### src/hw/rtl/uplink_dmrs_qpsk_generator_assert.svh
// Assertion macros shared by the generator RTL.
// Both sample on clock and are disabled while reset is high.
`ifndef UPLINK_DMRS_QPSK_GENERATOR_ASSERT_SVH
`define UPLINK_DMRS_QPSK_GENERATOR_ASSERT_SVH

// Same-cycle implication.
`define UDQG_ASSERT_IMPL(label, ante, cons, msg) \
   label: assert property (@(posedge clock) disable iff (reset) (ante) |-> (cons)) else $error(msg);

// Next-cycle implication.
`define UDQG_ASSERT_NEXT(label, ante, cons, msg) \
   label: assert property (@(posedge clock) disable iff (reset) (ante) |=> (cons)) else $error(msg);

`endif

### src/hw/rtl/udqg_pkg.sv
package udqg_pkg;

   localparam int unsigned WARMUP_STEPS_DEFAULT = 1600;
   localparam int unsigned QUEUE_DEPTH_DEFAULT  = 2;

   localparam int unsigned OUT_WIDTH  = 16;
   localparam int unsigned INIT_WIDTH = 31;
   localparam int unsigned SCID_WIDTH = 16;
   localparam int unsigned RBS_WIDTH  = 7;
   localparam int unsigned SC_WIDTH   = 11;

   localparam int unsigned CSR_ADDR_WIDTH = 3;
   localparam int unsigned CSR_DATA_WIDTH = 32;

   // Register index, taken from the word address bit
   localparam logic REG_SCRAMBLING_ID = 1'b0;
   localparam logic REG_NUM_RBS       = 1'b1;

   localparam logic [SCID_WIDTH-1:0] SCRAMBLING_ID_RESET = '0;
   localparam logic [RBS_WIDTH-1:0]  NUM_RBS_RESET       = 7'd10;
   localparam logic [RBS_WIDTH-1:0]  RBS_MIN             = 7'd10;
   localparam logic [RBS_WIDTH-1:0]  RBS_MAX             = 7'd100;
   localparam int unsigned           SUBCARRIERS_PER_RB  = 12;

   localparam logic MODE_START = 1'b0;
   localparam logic MODE_NEXT  = 1'b1;

   localparam logic [3:0] SLOT_MAX         = 4'd9;
   localparam logic [3:0] SYMBOL_MAX       = 4'd13;
   localparam int unsigned SYMBOLS_PER_SLOT = 14;
   // c_init = 2^17 * n * (2*id+1) + 2*id mod 2^31: only n*(2*id+1) mod 2^14 survives
   localparam int unsigned PROD_WIDTH = INIT_WIDTH - 17;

   // 0.7071 in Q1.(OUT_WIDTH-1), rounded
   localparam longint unsigned AMP_WIDE =
      (64'd7071 * (64'd1 << (OUT_WIDTH - 1)) + 64'd5000) / 64'd10000;
   localparam logic signed [OUT_WIDTH-1:0] QPSK_POS = OUT_WIDTH'(AMP_WIDE);
   localparam logic signed [OUT_WIDTH-1:0] QPSK_NEG = -QPSK_POS;

   typedef struct packed {
      logic       mode;
      logic [3:0] slot_index;
      logic [3:0] symbol_index;
   } req_type;

   typedef struct packed {
      logic                        status;
      logic [INIT_WIDTH-1:0]       init_value;
      logic signed [OUT_WIDTH-1:0] i_value;
      logic signed [OUT_WIDTH-1:0] q_value;
      logic                        last;
   } rsp_type;

   typedef enum logic [1:0] {
      CMD_START,
      CMD_NEXT,
      CMD_REJECT
   } cmd_kind_type;

   typedef struct packed {
      cmd_kind_type          kind;
      logic [INIT_WIDTH-1:0] init_value;
   } cmd_type;

   typedef enum logic {
      BK_RUN,
      BK_WARM
   } back_state_type;

   typedef struct packed {
      logic [30:0] x1;
      logic [30:0] x2;
   } gold_type;

   function automatic gold_type gold_advance(input gold_type g);
      gold_type r;
      r.x1 = {g.x1[0] ^ g.x1[3], g.x1[30:1]};
      r.x2 = {g.x2[0] ^ g.x2[1] ^ g.x2[2] ^ g.x2[3], g.x2[30:1]};
      return r;
   endfunction

   function automatic logic signed [OUT_WIDTH-1:0] qpsk_level(input logic b);
      return b ? QPSK_NEG : QPSK_POS;
   endfunction

endpackage

### src/hw/rtl/uplink_dmrs_qpsk_generator.sv
// A request is registered in the request queue; the back end takes it outside warm-up when
//   the result queue has room and registers its result there, where rsp_data shows it.
// Throughput: one next transaction per cycle under those conditions; the generator advances
//   two steps per next transaction. A start holds the back end in warm-up, which runs the
//   Gold generator WARMUP_STEPS steps (1600 by default), one step per cycle.
// Reset (synchronous, active high) empties both queues, zeroes both generator registers
//   and the subcarrier counter, and sets scrambling_id to 0 and num_rbs to 10.
module uplink_dmrs_qpsk_generator #(
   parameter int unsigned WARMUP_STEPS = udqg_pkg::WARMUP_STEPS_DEFAULT,
   parameter int unsigned QUEUE_DEPTH  = udqg_pkg::QUEUE_DEPTH_DEFAULT
) (
   input  logic                                   clock,
   input  logic                                   reset,
   // request queue side
   input  logic                                   req_push,
   input  udqg_pkg::req_type                      req_data,
   output logic                                   req_full,
   // result queue side
   output logic                                   rsp_empty,
   output udqg_pkg::rsp_type                      rsp_data,
   input  logic                                   rsp_pop,
   // register port
   input  logic                                   csr_psel,
   input  logic                                   csr_penable,
   input  logic                                   csr_pwrite,
   input  logic [udqg_pkg::CSR_ADDR_WIDTH-1:0]    csr_paddr,
   input  logic [udqg_pkg::CSR_DATA_WIDTH-1:0]    csr_pwdata,
   output logic [udqg_pkg::CSR_DATA_WIDTH-1:0]    csr_prdata,
   output logic                                   csr_pready
);

   import udqg_pkg::*;

   logic [SCID_WIDTH-1:0] scrambling_id_ff, scrambling_id_in;
   logic [RBS_WIDTH-1:0]  num_rbs_ff, num_rbs_in;
   logic                  csr_write;
   logic                  reg_sel;

   cmd_type               cmd_data;
   logic                  cmd_empty;
   logic                  cmd_pop;
   rsp_type               out_data;
   logic                  out_push;
   logic                  out_full;

   // Register file: word address bit 2 picks the register, byte lanes ignored.
   // Writes complete in the access phase; the port never inserts wait states.
   assign csr_pready = 1'b1;
   assign csr_write  = csr_psel && csr_penable && csr_pwrite && csr_pready;
   assign reg_sel    = csr_paddr[2];

   always_comb begin
      scrambling_id_in = scrambling_id_ff;
      num_rbs_in       = num_rbs_ff;
      if (csr_write) begin
         case (reg_sel)
            REG_SCRAMBLING_ID: scrambling_id_in = csr_pwdata[SCID_WIDTH-1:0];
            REG_NUM_RBS:       num_rbs_in       = csr_pwdata[RBS_WIDTH-1:0];
            default:           scrambling_id_in = scrambling_id_ff;
         endcase
      end
   end

   always_comb begin
      case (reg_sel)
         REG_SCRAMBLING_ID: csr_prdata = {{(CSR_DATA_WIDTH-SCID_WIDTH){1'b0}}, scrambling_id_ff};
         REG_NUM_RBS:       csr_prdata = {{(CSR_DATA_WIDTH-RBS_WIDTH){1'b0}}, num_rbs_ff};
         default:           csr_prdata = '0;
      endcase
   end

   always_ff @(posedge clock) begin
      if (reset) begin
         scrambling_id_ff <= SCRAMBLING_ID_RESET;
         num_rbs_ff       <= NUM_RBS_RESET;
      end else begin
         scrambling_id_ff <= scrambling_id_in;
         num_rbs_ff       <= num_rbs_in;
      end
   end

   // Front end: range-check starts, form c_init, queue the classified command
   udqg_front #(
      .QUEUE_DEPTH (QUEUE_DEPTH)
   ) u_front (
      .clock         (clock),
      .reset         (reset),
      .req_push      (req_push),
      .req_data      (req_data),
      .req_full      (req_full),
      .scrambling_id (scrambling_id_ff),
      .cmd_pop       (cmd_pop),
      .cmd_data      (cmd_data),
      .cmd_empty     (cmd_empty)
   );

   // Back end: Gold generator, warm-up sequencer, QPSK mapping, subcarrier count
   udqg_back #(
      .WARMUP_STEPS (WARMUP_STEPS)
   ) u_back (
      .clock     (clock),
      .reset     (reset),
      .cmd_empty (cmd_empty),
      .cmd_data  (cmd_data),
      .cmd_pop   (cmd_pop),
      .num_rbs   (num_rbs_ff),
      .out_full  (out_full),
      .out_push  (out_push),
      .out_data  (out_data)
   );

   // Result queue: hold finished results until the consumer pops them
   udqg_fifo #(
      .DEPTH     (QUEUE_DEPTH),
      .data_type (rsp_type)
   ) u_rsp_fifo (
      .clock   (clock),
      .reset   (reset),
      .push    (out_push),
      .wr_data (out_data),
      .full    (out_full),
      .pop     (rsp_pop),
      .rd_data (rsp_data),
      .empty   (rsp_empty)
   );

endmodule

### src/hw/rtl/udqg_fifo.sv
`include "uplink_dmrs_qpsk_generator_assert.svh"

module udqg_fifo #(
   parameter int unsigned DEPTH = udqg_pkg::QUEUE_DEPTH_DEFAULT,
   parameter type data_type = logic [0:0]
) (
   input  logic     clock,
   input  logic     reset,
   input  logic     push,
   input  data_type wr_data,
   output logic     full,
   input  logic     pop,
   output data_type rd_data,
   output logic     empty
);

   localparam int unsigned PtrWidth = (DEPTH > 1) ? $clog2(DEPTH) : 1;
   localparam int unsigned CntWidth = $clog2(DEPTH + 1);

   data_type              mem_ff [DEPTH];
   logic [PtrWidth-1:0]   wr_ptr_ff, wr_ptr_in;
   logic [PtrWidth-1:0]   rd_ptr_ff, rd_ptr_in;
   logic [CntWidth-1:0]   count_ff, count_in;
   logic                  do_push;
   logic                  do_pop;

   assign full    = (count_ff == CntWidth'(DEPTH));
   assign empty   = (count_ff == '0);
   assign do_push = push && !full;
   assign do_pop  = pop && !empty;
   assign rd_data = mem_ff[rd_ptr_ff];

   always_comb begin
      wr_ptr_in = wr_ptr_ff;
      rd_ptr_in = rd_ptr_ff;
      count_in  = count_ff;
      if (do_push) begin
         wr_ptr_in = (wr_ptr_ff == PtrWidth'(DEPTH - 1)) ? '0 : wr_ptr_ff + 1'b1;
      end
      if (do_pop) begin
         rd_ptr_in = (rd_ptr_ff == PtrWidth'(DEPTH - 1)) ? '0 : rd_ptr_ff + 1'b1;
      end
      if (do_push && !do_pop) begin
         count_in = count_ff + 1'b1;
      end else if (do_pop && !do_push) begin
         count_in = count_ff - 1'b1;
      end
   end

   always_ff @(posedge clock) begin
      if (reset) begin
         wr_ptr_ff <= '0;
         rd_ptr_ff <= '0;
         count_ff  <= '0;
      end else begin
         wr_ptr_ff <= wr_ptr_in;
         rd_ptr_ff <= rd_ptr_in;
         count_ff  <= count_in;
      end
   end

   always_ff @(posedge clock) begin
      if (do_push) begin
         mem_ff[wr_ptr_ff] <= wr_data;
      end
   end

   `UDQG_ASSERT_IMPL(a_count_bound, 1'b1, count_ff <= CntWidth'(DEPTH), "fifo count above depth")
   `UDQG_ASSERT_NEXT(a_count_up, do_push && !do_pop, count_ff == $past(count_ff) + 1'b1, "fifo count did not rise")
   `UDQG_ASSERT_NEXT(a_count_down, do_pop && !do_push, count_ff == $past(count_ff) - 1'b1, "fifo count did not fall")

endmodule

### src/hw/rtl/udqg_front.sv
module udqg_front #(
   parameter int unsigned QUEUE_DEPTH = udqg_pkg::QUEUE_DEPTH_DEFAULT
) (
   input  logic                                  clock,
   input  logic                                  reset,
   input  logic                                  req_push,
   input  udqg_pkg::req_type                     req_data,
   output logic                                  req_full,
   input  logic [udqg_pkg::SCID_WIDTH-1:0]       scrambling_id,
   input  logic                                  cmd_pop,
   output udqg_pkg::cmd_type                     cmd_data,
   output logic                                  cmd_empty
);

   import udqg_pkg::*;

   logic [7:0]            seq_n;
   logic [21:0]           prod_full;
   cmd_type               cmd_in;

   // n = 14*slot + symbol + 1, at most 140 for an in-range start
   assign seq_n = 8'(SYMBOLS_PER_SLOT) * {4'b0, req_data.slot_index}
                  + {4'b0, req_data.symbol_index} + 8'd1;
   // keep only the low bits of (2*id+1) that reach the residue
   assign prod_full = {14'b0, seq_n} * {8'b0, scrambling_id[PROD_WIDTH-2:0], 1'b1};

   always_comb begin
      cmd_in.init_value = {prod_full[PROD_WIDTH-1:0], scrambling_id, 1'b0};
      case (req_data.mode)
         MODE_START: begin
            if (req_data.slot_index > SLOT_MAX || req_data.symbol_index > SYMBOL_MAX) begin
               cmd_in.kind = CMD_REJECT;
            end else begin
               cmd_in.kind = CMD_START;
            end
         end
         MODE_NEXT: cmd_in.kind = CMD_NEXT;
         default:   cmd_in.kind = CMD_NEXT;
      endcase
   end

   udqg_fifo #(
      .DEPTH     (QUEUE_DEPTH),
      .data_type (cmd_type)
   ) u_cmd_fifo (
      .clock   (clock),
      .reset   (reset),
      .push    (req_push),
      .wr_data (cmd_in),
      .full    (req_full),
      .pop     (cmd_pop),
      .rd_data (cmd_data),
      .empty   (cmd_empty)
   );

endmodule

### src/hw/rtl/udqg_back.sv
`include "uplink_dmrs_qpsk_generator_assert.svh"

module udqg_back #(
   parameter int unsigned WARMUP_STEPS = udqg_pkg::WARMUP_STEPS_DEFAULT
) (
   input  logic                             clock,
   input  logic                             reset,
   input  logic                             cmd_empty,
   input  udqg_pkg::cmd_type                cmd_data,
   output logic                             cmd_pop,
   input  logic [udqg_pkg::RBS_WIDTH-1:0]   num_rbs,
   input  logic                             out_full,
   output logic                             out_push,
   output udqg_pkg::rsp_type                out_data
);

   import udqg_pkg::*;

   localparam int unsigned WarmWidth = (WARMUP_STEPS > 0) ? $clog2(WARMUP_STEPS + 1) : 1;
   localparam logic        NoWarmup  = (WARMUP_STEPS == 0);

   back_state_type          state_ff, state_in;
   gold_type                gold_ff, gold_in;
   gold_type                gold_mid, gold_two;
   logic [SC_WIDTH-1:0]     count_ff, count_in;
   logic [WarmWidth-1:0]    warm_ff, warm_in;
   logic                    cmd_go;
   logic                    bit0, bit1;
   logic [RBS_WIDTH-1:0]    rbs_sat;
   logic [SC_WIDTH-1:0]     last_idx;
   logic                    at_last;

   assign cmd_go   = (state_ff == BK_RUN) && !cmd_empty && !out_full;
   assign gold_mid = gold_advance(gold_ff);
   assign gold_two = gold_advance(gold_mid);
   assign bit0     = gold_ff.x1[0] ^ gold_ff.x2[0];
   assign bit1     = gold_mid.x1[0] ^ gold_mid.x2[0];

   assign rbs_sat  = (num_rbs < RBS_MIN) ? RBS_MIN : ((num_rbs > RBS_MAX) ? RBS_MAX : num_rbs);
   assign last_idx = SC_WIDTH'(SUBCARRIERS_PER_RB) * {{(SC_WIDTH-RBS_WIDTH){1'b0}}, rbs_sat}
                     - 1'b1;
   assign at_last  = (count_ff == last_idx);

   // Next state
   always_comb begin
      state_in = state_ff;
      case (state_ff)
         BK_RUN: begin
            if (cmd_go && cmd_data.kind == CMD_START && !NoWarmup) begin
               state_in = BK_WARM;
            end
         end
         BK_WARM: begin
            if (warm_ff == WarmWidth'(1)) begin
               state_in = BK_RUN;
            end
         end
         default: state_in = BK_RUN;
      endcase
   end

   // Outputs
   always_comb begin
      cmd_pop  = cmd_go;
      out_push = cmd_go;
      out_data = '0;
      case (cmd_data.kind)
         CMD_START:  out_data.init_value = cmd_data.init_value;
         CMD_REJECT: out_data.status     = 1'b1;
         CMD_NEXT: begin
            out_data.i_value = qpsk_level(bit0);
            out_data.q_value = qpsk_level(bit1);
            out_data.last    = at_last;
         end
         default: out_data = '0;
      endcase
   end

   // Generator, subcarrier counter and warm-up counter
   always_comb begin
      gold_in  = gold_ff;
      count_in = count_ff;
      warm_in  = warm_ff;
      if (state_ff == BK_WARM) begin
         gold_in = gold_mid;
         warm_in = warm_ff - 1'b1;
      end else if (cmd_go) begin
         case (cmd_data.kind)
            CMD_START: begin
               gold_in.x1 = 31'd1;
               gold_in.x2 = cmd_data.init_value;
               count_in   = '0;
               warm_in    = WarmWidth'(WARMUP_STEPS);
            end
            CMD_NEXT: begin
               gold_in  = gold_two;
               count_in = at_last ? '0 : count_ff + 1'b1;
            end
            default: gold_in = gold_ff;
         endcase
      end
   end

   always_ff @(posedge clock) begin
      if (reset) begin
         state_ff <= BK_RUN;
         gold_ff  <= '0;
         count_ff <= '0;
         warm_ff  <= '0;
      end else begin
         state_ff <= state_in;
         gold_ff  <= gold_in;
         count_ff <= count_in;
         warm_ff  <= warm_in;
      end
   end

   `UDQG_ASSERT_IMPL(a_no_push_in_warmup, state_ff == BK_WARM, !out_push && !cmd_pop, "transaction issued during warm-up")
   `UDQG_ASSERT_NEXT(a_start_enters_warmup, cmd_go && cmd_data.kind == CMD_START, state_ff == BK_WARM || NoWarmup, "start did not enter warm-up")
   `UDQG_ASSERT_NEXT(a_warmup_ends, state_ff == BK_WARM && warm_ff == WarmWidth'(1), state_ff == BK_RUN, "warm-up did not end")
   `UDQG_ASSERT_IMPL(a_push_has_room, out_push, !out_full, "result pushed into full queue")

endmodule

### config.mk
export PLATFORM = sky130hd
export DESIGN_NAME = uplink_dmrs_qpsk_generator
export DESIGN_NICKNAME = d
export VERILOG_FILES = /design/src/hw/rtl/udqg_pkg.sv /design/src/hw/rtl/uplink_dmrs_qpsk_generator.sv /design/src/hw/rtl/udqg_fifo.sv /design/src/hw/rtl/udqg_front.sv /design/src/hw/rtl/udqg_back.sv
export VERILOG_INCLUDE_DIRS = /design/src /design/src/hw/rtl
export SDC_FILE = /design/constraint.sdc
export NUM_CORES = 1
export LEC_CHECK = 0
export BUFFER_PORTS_ARGS = -buffer_cell sky130_fd_sc_hd__buf_4
export CORE_MARGIN = 4
export CORE_UTILIZATION = 45
export CTS_CLUSTER_SIZE = 40
export DETAILED_ROUTE_END_ITERATION = 8
export PLACE_DENSITY = 0.66
export SYNTH_ARGS = -nofsm -noshare
export SYNTH_HDL_FRONTEND = slang
export SYNTH_HIERARCHICAL = 1
export SYNTH_SLANG_ARGS = --single-unit
### constraint.sdc
create_clock -name clock -period 6.7 [get_ports clock]
set_input_delay 0.335 -clock clock [delete_from_list [all_inputs] [get_ports clock]]
set_output_delay 0.335 -clock clock [all_outputs]
set_load 0.01 [all_outputs]
=== After elaboration in Yosys (flattened, before gate mapping) ===
Memory sizes are Yosys's and may differ from the RTL's. A register that Yosys moved wholly into a read port is not among the register bits.
Index checks and enable logic that the tools add are counted.

* Memory bits (writable): 194
* Bits of input ports: 51
* Logic and storage cells: 127
* Flip-flop bits (word level): 116
* Memories: 2
* Output and inout bits: 100

{| class="wikitable"
|+ Memory list
! name !! depth !! width !! rd ports !! clocked after memory_dff !! write ports !! RTL line !! source
|-
| u_rsp_fifo.mem_ff || 2 || 65 || 1 || 1 || 1 || udqg_fifo.sv:20 || <nowiki>data_type mem_ff [DEPTH];</nowiki>
|-
| u_front.u_cmd_fifo.mem_ff || 2 || 32 || 1 || 1 || 1 || udqg_fifo.sv:20 ||
|}

* $mul: 3
* Equal/unequal tests: 6
* $lt $le $gt $ge: 4
* Muxes and demuxes: 37
* Bitwise gates (word level): 13
* $add $sub $neg: 13
* Reduce and logical (&&, ||, !) cells: 36

{| class="wikitable"
|+ Operators with widths
! cell !! count
|-
| $mux W62 || 2
|-
| $pmux W62 S2 || 1
|-
| $pmux W32 S2 || 1
|-
| $mux W11 || 4
|-
| $mux W33 || 1
|-
| $mux W16 || 2
|-
| $mux W31 || 1
|-
| $pmux W11 S2 || 1
|-
| $sub A11 B1 Y11 const B || 2
|-
| $mux W1 || 15
|-
| $mul A8 B14 Y14 || 1
|-
| $mux W7 || 2
|-
| $logic_and A1 B1 Y1 || 13
|-
| $add A11 B1 Y11 const B || 1
|-
| $eq A11 B1 Y1 const B || 1
|-
| $eq A11 B11 Y1 || 1
|-
| $mux W2 || 5
|-
| $reduce_bool A2 Y1 || 5
|-
| $xor A1 B1 Y1 || 10
|-
| $mul A2 B7 Y9 const A || 1
|-
| $add A8 B1 Y8 const B || 1
|-
| $add A8 B4 Y8 || 1
|-
| $gt A4 B4 Y1 const B || 2
|-
| $logic_not A1 Y1 || 8
|-
| 16 further kinds || 30
|}

=== Logic depth before layout (Yosys ltp) ===
Gate-level depths: netlist (run 1).

* Word-level depth: 9
* Depth in mapped cells: 24
* Gate-level depth less buffers: 24

=== Hierarchy ===
Netlist (run 1), hierarchy kept.

{| class="wikitable"
|+ By module, submodules not included
! module !! area each (um^2) !! seq. area each (um^2) !! instances !! cells each
|-
| udqg_back || 5,471.5 || 1,701.6 || 1 || 728
|-
| udqg_fifo at u_rsp_fifo || 4,901.0 || 4,003.8 || 1 || 227
|-
| udqg_front || 2,819.0 || 0.0 || 1 || 321
|-
| udqg_fifo at u_front.u_cmd_fifo || 2,591.2 || 2,082.0 || 1 || 128
|-
| uplink_dmrs_qpsk_generator || 1,291.2 || 460.4 || 1 || 132
|}

=== Least setup slack after synthesis (run 1) ===
OpenSTA, ideal clock, no wires.

* Kind: input port to flip-flop
* From: input port req_data[4] in the netlist's numbering
* To: memory u_front/u_cmd_fifo/mem_ff[0][30] in the netlist's numbering, data pin
* Stages: 22
* Path buffers: 0
* Path slack: 0.467 ns
* Data required time: 6.434 ns
* Arrival: 5.967 ns
* Setup time: 0.266 ns
* Cells stage by stage: fa_1 ha_1 fa_1 xnor2_1 nand2_1 and4bb_4 xnor2_1 inv_1 fa_1 fa_1 inv_1 fa_1 inv_1 fa_1 inv_1 ha_1 and3_1 a211o_1 a21o_1 a21oi_1 o21ai_0 xnor2_1

{| class="wikitable"
|+ RTL lines
! element !! RTL line !! source
|-
| start: declaration || uplink_dmrs_qpsk_generator.sv:16 || <nowiki>input udqg_pkg::req_type req_data,</nowiki>
|-
| end: declaration || udqg_fifo.sv:20 ||
|}

==> results of run 1 <==
## placed cells by master (no fill, tap or decap), drive strengths merged, types with 19 or more instances in the layout
cell type and instances:
clkbuf 46, nand2b 46, conb 21, o221ai 19, nor2b 21, and2 88, a21oi 51, nand2 140
xnor2 21, dfxtp 118, mux2i 26, ha 45, fa 53, inv 91, buf 136, edfxtp 196
xor2 19, mux2 106, a31oi 25, o21ai 29, a221oi 42, nor2 121
## through the flow
stage | instances | setup TNS, ns | hold WS (ns)
6_report | 2142 | 0 | 0.02896
5_1_grt | 2142 | 0 | 0.01876
4_1_cts | 2142 | 0 | 0.01001
3_5_place_dp | 2077 | -0.06531 | 0.4723
3_3_place_gp | 2077 | 0 | 0.4559
2_1_floorplan | 1553 | 0 | 0.4041
## metal layers
metal | GRT usage | share of wire | vias up
met3 | 0.03162 | 0.061 | 51
met5 | 0 | 0 | -
li1 | - | - | 5480
met1 | 0.2454 | 0.47 | 5543
met4 | 0.04631 | 0.022 | 0
met2 | 0.2625 | 0.45 | 330
## power groups by stage
stage	sequential, W	clock, W	combinational, W
after detailed placement	0.00283	0	0.00239
final	0.00279	0.00186	0.00239
after CTS	0.00279	0.00191	0.00241
after floorplan	0.00279	0	0.00159
after global placement	0.00281	0	0.00236
after global routing	0.00284	0.00200	0.00261
## state kept, by name, indices dropped and copies added (netlist names), named ones only
name and count:
u_front/u_cmd_fifo/count_ff 2, scrambling_id_ff 16, u_rsp_fifo/rd_ptr_ff 1, u_back/gold_ff 62, num_rbs_ff 7, u_rsp_fifo/count_ff 2
u_back/state_ff 1, u_front/u_cmd_fifo/wr_ptr_ff 1, u_back/count_ff 11, u_rsp_fifo/mem_ff 130, u_front/u_cmd_fifo/rd_ptr_ff 1, u_back/warm_ff 11
u_rsp_fifo/wr_ptr_ff 1, u_front/u_cmd_fifo/mem_ff 66
## worst max-delay path: stages
cell and delay, ns:
buf_4 0.14, fa_1 0.48, ha_1 0.22, fa_1 0.41, xnor2_1 0.21, nand2_1 0.10, and4bb_4 0.36, xnor2_1 0.16
and2_1 0.23, fa_1 0.54, inv_1 0.06, fa_1 0.50, fa_1 0.53, fa_1 0.45, xor2_1 0.17, xnor2_1 0.21
xnor3_1 0.35, xnor3_1 0.40, xnor2_1 0.19, xor3_1 0.28, xnor2_1 0.16
## cells by family after synthesis
| kind of cell | count (synthesis) | share of synthesized area |
|---|---|---|
| and+or+nand+nor | 495 | 0.1461 |
| DFF | 314 | 0.4831 |
| AOI/OAI and AO/OA | 232 | 0.1003 |
| buffers and inverters | 216 | 0.06214 |
| muxes | 132 | 0.08515 |
| adders and majority gates | 98 | 0.09512 |
| xor gates and xnor gates | 45 | 0.02719 |
| other | 4 | 0.0008791 |
## final timing paths
path	from	to	cells past startpoint
min	req_data[8]	u_front/u_cmd_fifo/mem_ff[1][31]$_DFFE_PP_	1
max	req_data[4]	u_front/u_cmd_fifo/mem_ff[1][30]$_DFFE_PP_	21
min reg2reg	u_front/u_cmd_fifo/wr_ptr_ff$_SDFFE_PP0P_	u_front/u_cmd_fifo/wr_ptr_ff$_SDFFE_PP0P_	2
max reg2reg	scrambling_id_ff[0]$_SDFFE_PP0P_	u_front/u_cmd_fifo/mem_ff[1][30]$_DFFE_PP_	15
## cell type report
type,count,share of cell area
sequential,314,0.4288
multi-input combinational,1023,0.4078
timing repair buffer,136,0.05307
clock buffer,46,0.05034
tap,511,0.03323
inverter,93,0.01815
clock inverter,19,0.008520
==> metrics.yaml, run 1 <==
critical_path:
  start_kind: "input pin"
  criticalPathCategory: "input pin to flop"
  critPathRequiredTime_ns: 6.95
  worstSetupEndpointType: "flop"
  path_max_fanout: 6
  rrSetupSlack_ns: 1.79
  cp.arrival_ns: 6.49
floorplan:
  start_util: 0.4544
  die_w_um: 202.8
  dieArea_mm2: 0.04112
  die_h_um: 202.8
  coreArea_mm2: 0.03758
  ios: 151
  rows: 71
drt:
  vias: 11400
  via_per_inst: 5.324
  wl_per_cell_um: 16.37
  drcViolationCount: 0
  routed_wl_mm: 35.06
  drt_iter0_drc: 711
  drt-pass1-iter-count: 5
  ant_nets: 0
synthesis:
  synth_cell_types: 91
  yosysSeqAreaShare: 0.4831
  synth_area_leaders: "edfxtp_1 34%, dfxtp_1 14%, mux2_2 7.0%"
  ys_ff_latch: 314
  yosys.area.top_type: "edfxtp_1"
  synth_most_common_cell: "edfxtp_1"
  synthTopCellsByCount: "196 x edfxtp_1, 139 x nand2_1, 121 x nor2_1, 118 x dfxtp_1, 106 x mux2_2"
  syn_inst: 1536
  ys.flop_type: "edfxtp_1"
  synth_edf_count: 196
  syn_area_mm2: 0.01707
  async_flop_share: 0
  yosysTopAreaCellShare: 0.3447
  yosysWarnings: 6
  avgSynthCellArea_um2: 11.12
placed_design:
  dpl_cell_area_mm2: 0.01811
  dp_hpwl_mm: 23.19
  post-place-ws_ns: -0.03267
  gp_congestion: 0.8113
  port_buffers: 115
status:
  status: "completed"
layout:
  multiInputGateArea_mm2: 0.007846
  postLayoutCellArea_mm2: 0.01924
  fillCellCount: 3300
  finalNetCount: 1753
  diodes: 0
  area.sequential_mm2: 0.008250
  drive_above_1_share: 0.2005
  post-route-util: 0.5120
  areaGrowthSynthToFinish_pct: 12.68
clocking:
  h-tree-depth: 2
  clk_latency_ns: 0.52
  clkSlewWorstSetupHoldPaths_ns: 0.05
  tritoncts: "yes"
  cts-root-buf: "clkbuf_16"
  cts_made_buffers: 36
  cts_buffer_depth: 3
  cts_sinks: 314
  cts_hold_buffers: 0
  postCtsResizedCells: 0
  cts_setup_buffers: 0
global_routing:
  grt_antenna_before_repair: 0
  grt_max_degree: 102
  grt_use_total: 0.1692
  grt_pass1_wl_mm: 58.17
  gr-total-overflow: 0
  grt_pass1_vias: 11340
pwr:
  swShare: 0.3265
  p_sw_w: 0.002298
  p_leak_nw: 7.236
  p_seq_frac: 0.396
  internal_power_w: 0.004741
  cellPowerDensity_mw_per_mm2: 365.9
  p_total_w: 0.007040
  comb_power_share: 0.340
  ir_worst_vdd_mv: 0.2171
  pwr-share-clk: 0.264
sta:
  worst_pin_slew_ns: 1.241
  finalSetupViolations: 0
  clock_skew_ns: 0.02092
  slew_headroom: 0.1689
  hold_violations: 0
  rsz0062_at_grt: "no"
  finalCritPeriodShare: 0.9324
  max_freq_mhz: 160.1
  final.min_clock_period_ns: 6.247
  setup_ws_ns: 0.4531
  drv_slew: 0
job:
  max_cap_violations: 0
worst_hold_path:
  hold_class: "input pin to flop"
No activity file was read; power rests on OpenSTA's default activity.
==> run 2, diff against run 1 <==
Settings changed: ABC_AREA from default to 1.
==> run 2 against run 1 <==
Net effect:
- clock power hardly changed
- worst hold slack better by 0.024 ns
- largest cell class unchanged
- global-route usage is 0.36 points lower
- area after synthesis is 4.4% higher
- register-to-register slack better by 0.28 ns
- synthesized cell count is 25% higher
- non-clock buffer count is 9 lower
- first-iteration DRC count is 4.6% higher
==> metrics.yaml, run 2 <==
floorplan:
  dieArea_mm2: 0.04285  # was 0.04112 mm^2
  ios: 151  # unchanged
  die_w_um: 207.0  # was 202.8 um
  coreArea_mm2: 0.03892  # was 0.03758 mm^2
  start_util: 0.4579  # was 0.4544
  rows: 72  # was 71
  die_h_um: 207.0  # was 202.8 um
critical_path:
  crit_path_end: "u_front/u_cmd_fifo/mem_ff[0][27]$_DFFE_PP_"  # was u_front/u_cmd_fifo/mem_ff[1][30]$_DFFE_PP_
  start_kind: "input pin"  # unchanged
  criticalPathCategory: "input pin to flop"  # unchanged
  worstReg2RegEnd: "u_front/u_cmd_fifo/mem_ff[0][27]$_DFFE_PP_"  # was u_front/u_cmd_fifo/mem_ff[1][30]$_DFFE_PP_
  worst-path-stages: 26  # was 21
  path_max_fanout: 7  # was 6
  worst-path-buf-inv: 4  # was 2
  crit_path_frequent_cell: "fa_1"  # unchanged
  cpPeakStageDelay_ns: 0.57  # was 0.54 ns
  reg2regPathDepth: 18  # was 15
  cp-startpoint: "req_data[4]"  # unchanged
  cp_slowest_cell: "fa_1"  # unchanged
  rrSetupSlack_ns: 2.07  # was 1.79 ns
  cp.arrival_ns: 6.07  # was 6.49 ns
  critPathRequiredTime_ns: 6.94  # was 6.95 ns
  worstSetupEndpointType: "flop"  # unchanged
  crit_family: "adder cells"  # unchanged
  timing.rr.start: "scrambling_id_ff[3]$_SDFFE_PP0P_"  # was scrambling_id_ff[0]$_SDFFE_PP0P_
layout:
  multiInputGateArea_mm2: 0.007737  # was 0.007846 mm^2
  finalNetCount: 2142  # was 1753
  area.sequential_mm2: 0.008253  # was 0.008250 mm^2
  postLayoutCellArea_mm2: 0.01991  # was 0.01924 mm^2
  largest_reg_flops: 130  # unchanged
  diodes: 0  # unchanged
  drive_above_1_share: 0.1769  # was 0.2005
  top_register: "u_rsp_fifo/mem_ff"  # unchanged
  layout_commonest_cell: "nand2_1"  # was edfxtp_1
  post-route-util: 0.5117  # was 0.5120
  mostFrequentLayoutCells: "367 x nand2_1, 307 x inv_1, 223 x nor2_1"  # was 196 x edfxtp_1, 139 x nand2_1, 136 x buf_4
  fillCellCount: 3510  # was 3300
  instances_no_fill: 2536  # was 2142
  areaGrowthSynthToFinish_pct: 11.75  # was 12.68%
  reg_top3: "u_rsp_fifo/mem_ff: 130 flops, u_front/u_cmd_fifo/mem_ff: 66 flops, u_back/gold_ff: 62 flops"  # unchanged
placed_design:
  gp_congestion: 0.8484  # was 0.8113
  port_buffers: 115  # unchanged
  dpl_cell_area_mm2: 0.01881  # was 0.01811 mm^2
  dp_cells: 2475  # was 2077
  post-place-ws_ns: 0.3926  # was -0.03267 ns
  dp_hpwl_mm: 24.84  # was 23.19 mm
sta:
  hold_violations: 0  # unchanged
  rsz0062_at_grt: "no"  # unchanged
  finalCritPeriodShare: 0.8700  # was 0.9324
  slew_headroom: 0.1494  # was 0.1689
  max_freq_mhz: 171.6  # was 160.1 MHz
  worst_pin_slew_ns: 1.271  # was 1.241 ns
  clock_skew_ns: 0.01671  # was 0.02092 ns
  finalSetupViolations: 0  # unchanged
  drv_slew: 0  # unchanged
  setup_ws_ns: 0.8711  # was 0.4531 ns
  final.min_clock_period_ns: 5.829  # was 6.247 ns
  tns_ns: 0  # unchanged
drt:
  drt-pass1-iter-count: 5  # unchanged
  routed_wl_mm: 35.69  # was 35.06 mm
  vias: 12400  # was 11400
  wl_per_cell_um: 14.07  # was 16.37 um
  drt_iter0_drc: 744  # was 711
  drcViolationCount: 0  # unchanged
  via_per_inst: 4.889  # was 5.324
  ant_nets: 0  # unchanged
synthesis:
  synth-compound-area-share: 0.06923  # was 0.1003
  yosysTopAreaCellShare: 0.3303  # was 0.3447
  yosys.area.top_type: "edfxtp_1"  # unchanged
  synth_area_leaders: "edfxtp_1 33%, dfxtp_1 13%, nand2_1 7.7%"  # was edfxtp_1 34%, dfxtp_1 14%, mux2_2 7.0%
  yosys.area_share.adder: 0.09114  # was 0.09512
  yosysSeqAreaShare: 0.4629  # was 0.4831
  synth_edf_count: 196  # unchanged
  syn_area_mm2: 0.01782  # was 0.01707 mm^2
  synth_cell_types: 52  # was 91
  synth_top_family_by_area: "simple AND/OR/NAND/NOR gates"  # unchanged
  yosysWarnings: 6  # unchanged
  synth_mux_area_frac: 0.07878  # was 0.08515
  ys_ff_latch: 314  # unchanged
  avgSynthCellArea_um2: 9.271  # was 11.12 um^2
  synthTopCellsByCount: "367 x nand2_1, 307 x inv_1, 230 x nor2_1, 196 x edfxtp_1, 118 x dfxtp_1"  # was 196 x edfxtp_1, 139 x nand2_1, 121 x nor2_1, 118 x dfxtp_1, 106 x mux2_2
  async_flop_share: 0  # unchanged
  ys.flop_type: "edfxtp_1"  # unchanged
  synth_most_common_cell: "nand2_1"  # was edfxtp_1
  synth-simple-area-share: 0.1775  # was 0.1461
  synthXorXnorAreaFrac: 0.01130  # was 0.02719
  syn_inst: 1922  # was 1536
pwr:
  p_leak_nw: 8.517  # was 7.236 nW
  cellPowerDensity_mw_per_mm2: 374.5  # was 365.9 mW/mm^2
  ir_worst_vdd_mv: 0.2892  # was 0.2171 mV
global_routing:
  grt_antenna_before_repair: 0  # unchanged
  grt_use_total: 0.1656  # was 0.1692
  grt_pass1_vias: 12060  # was 11340
  gr-total-overflow: 0  # unchanged
  grt_pass1_wl_mm: 58.49  # was 58.17 mm
  grt_max_degree: 66  # was 102
clocking:
  cts_buffer_depth: 3  # unchanged
  cts_sinks: 314  # unchanged
  clk_latency_ns: 0.51  # was 0.52 ns
  cts_setup_buffers: 0  # unchanged
  h-tree-depth: 2  # unchanged
  postCtsResizedCells: 0  # unchanged
  tritoncts: "yes"  # unchanged
  cts_hold_buffers: 0  # unchanged
  clkSlewWorstSetupHoldPaths_ns: 0.05  # about the same
  cts_made_buffers: 34  # was 36
  cts-root-buf: "clkbuf_16"  # unchanged
job:
  max_cap_violations: 0  # unchanged
worst_hold_path:
  hold_class: "input pin to flop"  # unchanged
  min_path_cells: 1  # unchanged
status:
  status: "completed"  # unchanged
-- run 2: changes by cell type in the layout (fill, tap and decap cells not counted), moves of 45 or more --
cell,before,now
and2_1,87,2
nand3_1,15,78
nand2_1,139,367
mux2_2,106,18
nor2_1,119,223
inv_1,88,307
nand2b_1,45,0
mux2_4,0,80
-- run 2: power by group --
part / total, W / switching, W / internal, W
logic: 0.00278 / 0.00164 / 0.00114
registers: 0.00284 / 0.000158 / 0.00268
clock network: 0.00184 / 0.000744 / 0.00109
total: 0.00746 / 0.00255 / 0.00491
-- run 2: per-layer routing --
metal | track usage | routed length [um] | vias to the layer above
li1 | - | - | 6268
met1 | 0.2312 | 17100 | 5767
met2 | 0.2703 | 15800 | 308
met3 | 0.02515 | 1950 | 56
met4 | 0.04769 | 838 | 0
met5 | 0 | 0 | -
-- run 2: how the worst min path moves through the flow --
stage          slack [ns]                              start                                          to
2_1_floorplan        0.43                        req_data[8]  u_front/u_cmd_fifo/mem_ff[0][31]$_DFFE_PP_
3_3_place_gp         0.47  scrambling_id_ff[14]$_SDFFE_PP0P_  u_front/u_cmd_fifo/mem_ff[0][15]$_DFFE_PP_
3_5_place_dp         0.48    u_back/gold_ff[33]$_SDFFE_PP0P_             u_back/gold_ff[33]$_SDFFE_PP0P_
4_1_cts              0.04                      csr_pwdata[1]                  num_rbs_ff[1]$_SDFFE_PP1P_
5_1_grt              0.05                        req_data[8]  u_front/u_cmd_fifo/mem_ff[0][31]$_DFFE_PP_
6_report             0.05                        req_data[8]  u_front/u_cmd_fifo/mem_ff[0][31]$_DFFE_PP_
-- run 2: per-stage QoR --
step / power (W) / hold WS [ns]
floorplan: 0.004888 / 0.4339
global placement: 0.005611 / 0.4657
detailed placement: 0.005680 / 0.4762
CTS: 0.007543 / 0.03773
global route: 0.007943 / 0.04945
finish: 0.007458 / 0.05299
-- run 2: layout make-up --
class	instances	share of cell area
Clock buffer	45	0.04801
Multi-Input combinational cell	1194	0.3886
Sequential cell	314	0.4145
Inverter	322	0.06095
Timing Repair Buffer	127	0.04788
Clock inverter	16	0.007603
Tap cell	518	0.03255
-- run 2: logic make-up (layout without fill, tap and decap cells) --
logic type | after synthesis | after routing
simple gates | 752 | 752
buf+inv | 431 | 510
flops | 314 | 314
compound gates | 202 | 202
fa+ha+maj | 98 | 98
mux | 98 | 98
xor+xnor | 23 | 23
other cells | 4 | 21
==> run 3, diff against run 2 <==
Settings changed: CTS_CLUSTER_DIAMETER from default to 120, RECOVER_POWER from default to 50.
==> run 3 against run 2 <==
Net effect:
- routed wire length is 2.2% lower
- die area stayed put
- largest power group unchanged
- core utilization is 2.4 points lower
- the run now ends with capacitance limit, slew limit left
- critical endpoint is now u_front/u_cmd_fifo/mem_ff[1][27]$_DFFE_PP_
==> metrics.yaml, run 3 (synthesis gave the netlist of run 2 again) <==
floorplan:
  rows: 72  # unchanged
  dieArea_mm2: 0.04285  # unchanged
  ios: 151  # unchanged
  coreArea_mm2: 0.03892  # unchanged
  die_h_um: 207.0  # unchanged
  die_w_um: 207.0  # unchanged
  start_util: 0.4579  # unchanged
placed_design:
  dp_cells: 2475  # unchanged
  gp_congestion: 0.8484  # unchanged
  port_buffers: 115  # unchanged
  dp_hpwl_mm: 24.84  # unchanged
layout:
  drive_above_1_share: 0.1454  # was 0.1769
  instances_no_fill: 2492  # was 2536
  areaGrowthSynthToFinish_pct: 6.530  # was 11.75%
  reg_top3: "u_rsp_fifo/mem_ff: 130 flops, u_front/u_cmd_fifo/mem_ff: 66 flops, u_back/gold_ff: 62 flops"  # unchanged
  diodes: 0  # unchanged
  finalNetCount: 2119  # was 2142
  fillCellCount: 3632  # was 3510
  mostFrequentLayoutCells: "367 x nand2_1, 307 x inv_1, 223 x nor2_1"  # unchanged
  area.sequential_mm2: 0.008253  # unchanged
  largest_reg_flops: 130  # unchanged
  layout_commonest_cell: "nand2_1"  # unchanged
  multiInputGateArea_mm2: 0.007719  # was 0.007737 mm^2
  top_register: "u_rsp_fifo/mem_ff"  # unchanged
critical_path:
  cpPeakStageDelay_ns: 0.57  # about the same
  crit_family: "adder cells"  # unchanged
  path_max_fanout: 7  # unchanged
  start_kind: "input pin"  # unchanged
  worst-path-buf-inv: 4  # unchanged
  criticalPathCategory: "input pin to flop"  # unchanged
  reg2regPathDepth: 12  # was 18
  cp_slowest_cell: "fa_1"  # unchanged
  cp.arrival_ns: 6.16  # was 6.07 ns
  rrSetupSlack_ns: 1.47  # was 2.07 ns
  critPathRequiredTime_ns: 6.95  # was 6.94 ns
  crit_path_frequent_cell: "fa_1"  # unchanged
  worstSetupEndpointType: "flop"  # unchanged
  worstReg2RegEnd: "u_back/count_ff[2]$_SDFFE_PP0P_"  # was u_front/u_cmd_fifo/mem_ff[0][27]$_DFFE_PP_
global_routing:
  busiest_layer: "met2"  # unchanged
  grt.met3_usage: 0.01875  # was 0.02515
  grt_antenna_before_repair: 0  # unchanged
  grt_pass1_wl_mm: 57.02  # was 58.49 mm
  grt_pass1_vias: 11650  # was 12060
  grt_max_degree: 66  # unchanged
  gr-total-overflow: 0  # unchanged
  use_met2: 0.2637  # was 0.2703
  grt_use_met1: 0.2317  # was 0.2312
  grt_use_total: 0.1609  # was 0.1656
sta:
  rsz0062_at_grt: "no"  # unchanged
  drv_slew: 234  # was 0
  finalCritPeriodShare: 0.8824  # was 0.8700
  worst_pin_slew_ns: 3.658  # was 1.271 ns
  clock_skew_ns: 0.02662  # was 0.01671 ns
  hold_violations: 0  # unchanged
  final.min_clock_period_ns: 5.912  # was 5.829 ns
  tns_ns: 0  # unchanged
  finalSetupViolations: 0  # unchanged
  slew_headroom: -1.439  # was 0.1494
  max_freq_mhz: 169.1  # was 171.6 MHz
job:
  max_cap_violations: 5  # was 0
status:
  violations: "capacitance limit, slew limit"
  status: "finished with violations"  # was completed
pwr:
  ir_worst_vdd_mv: 0.2081  # was 0.2892 mV
  cellPowerDensity_mw_per_mm2: 341.6  # was 374.5 mW/mm^2
  p_leak_nw: 7.993  # was 8.517 nW
clocking:
  cts_buffer_depth: 3  # unchanged
  h-tree-depth: 1  # was 2
  clk_latency_ns: 0.51  # about the same
  tritoncts: "yes"  # unchanged
  postCtsResizedCells: 0  # unchanged
  clkSlewWorstSetupHoldPaths_ns: 0.14  # was 0.05 ns
  cts_sinks: 314  # unchanged
  cts_made_buffers: 11  # was 34
  cts-root-buf: "clkbuf_16"  # unchanged
  cts_hold_buffers: 0  # unchanged
  cts_setup_buffers: 0  # unchanged
drt:
  vias: 12200  # was 12400
  drcViolationCount: 0  # unchanged
  drt-pass1-iter-count: 5  # unchanged
  ant_nets: 0  # unchanged
  wl_per_cell_um: 14.00  # was 14.07 um
  routed_wl_mm: 34.89  # was 35.69 mm
  via_per_inst: 4.896  # was 4.889
  drt_iter0_drc: 803  # was 744
worst_hold_path:
  min_path_cells: 3  # was 1
  hold_class: "input pin to flop"  # unchanged
  hp-start: "csr_pwdata[1]"  # was req_data[8]
  holdPathEnd: "num_rbs_ff[1]$_SDFFE_PP1P_"  # was u_front/u_cmd_fifo/mem_ff[0][31]$_DFFE_PP_
## run 3: changes by cell type in the layout (fill, tap and decap cells not counted), sizes merged
cell	delta
inv	-3
bufinv	-2
clkinv	-11
buf	-27
clkbuf	-2
clkinvlp	+1
## run 3: cell type report
cell class | instances | share of cell area
Multi-Input combinational cell | 1194 | 0.4066
Timing Repair Buffer | 127 | 0.04489
Tap cell | 518 | 0.03414
Inverter | 322 | 0.06374
Clock buffer | 16 | 0.01549
Sequential cell | 314 | 0.4347
Clock inverter | 1 | 0.0003955
## run 3: report_power, final
group / switching, W / leakage [nW] / internal, W
logic: 0.00164 / 5.03 / 0.00113
clock network: 0.000542 / 0.142 / 0.000314
registers: 0.000156 / 2.82 / 0.00271
## run 3: per-layer routing
| layer | vias up | share of wire |
|---|---|---|
| met5 | - | 0 |
| met1 | 5669 | 0.48 |
| met4 | 0 | 0.021 |
| li1 | 6194 | - |
| met3 | 35 | 0.052 |
| met2 | 303 | 0.44 |
## run 3: worst max-delay path by stage
| stage | startpoint | to | slack, ns | depth (start not counted) |
|---|---|---|---|---|
| 6_report | req_data[6] | u_front/u_cmd_fifo/mem_ff[1][27]$_DFFE_PP_ | 0.79 | 26 |
| 5_1_grt | req_data[6] | u_front/u_cmd_fifo/mem_ff[0][28]$_DFFE_PP_ | 0.36 | 25 |
| 4_1_cts | req_data[4] | u_front/u_cmd_fifo/mem_ff[1][27]$_DFFE_PP_ | 0.94 | 26 |
| 3_5_place_dp | req_data[4] | u_front/u_cmd_fifo/mem_ff[1][27]$_DFFE_PP_ | 0.39 | 26 |
| 3_3_place_gp | req_data[4] | u_front/u_cmd_fifo/mem_ff[0][28]$_DFFE_PP_ | 0.49 | 25 |
| 2_1_floorplan | req_data[4] | u_front/u_cmd_fifo/mem_ff[0][27]$_DFFE_PP_ | 0.94 | 25 |
## run 3: stage by stage
| step | utilization | worst slack, ns | total power, W | instance area (um^2) | hold slack, ns |
|---|---|---|---|---|---|
| floorplan | - | 0.9364 | 0.004888 | 17880 | 0.4339 |
| global placement | 0.4832 | 0.4923 | 0.005611 | 18810 | 0.4657 |
| detailed placement | 0.4832 | 0.3926 | 0.005680 | 18810 | 0.4762 |
| CTS | 0.4910 | 0.9435 | 0.006533 | 19110 | 0.04071 |
| global route | 0.4878 | 0.3610 | 0.006947 | 18980 | 0.06694 |
| finish | 0.4878 | 0.7879 | 0.006485 | 18980 | 0.06427 |
## run 3: worst register-to-register path, stage by stage (launching register included)
cell and delay [ns]:
dfxtp_2 0.33, clkbuf_1 1.73, mux2_1 0.41, inv_1 0.18, nor2_4 0.12, buf_4 0.49
clkinv_1 0.52, nor2_2 0.20, buf_4 0.32, clkinv_1 0.35, nor3b_1 0.32, nand2_2 0.08
a21oi_2 0.11
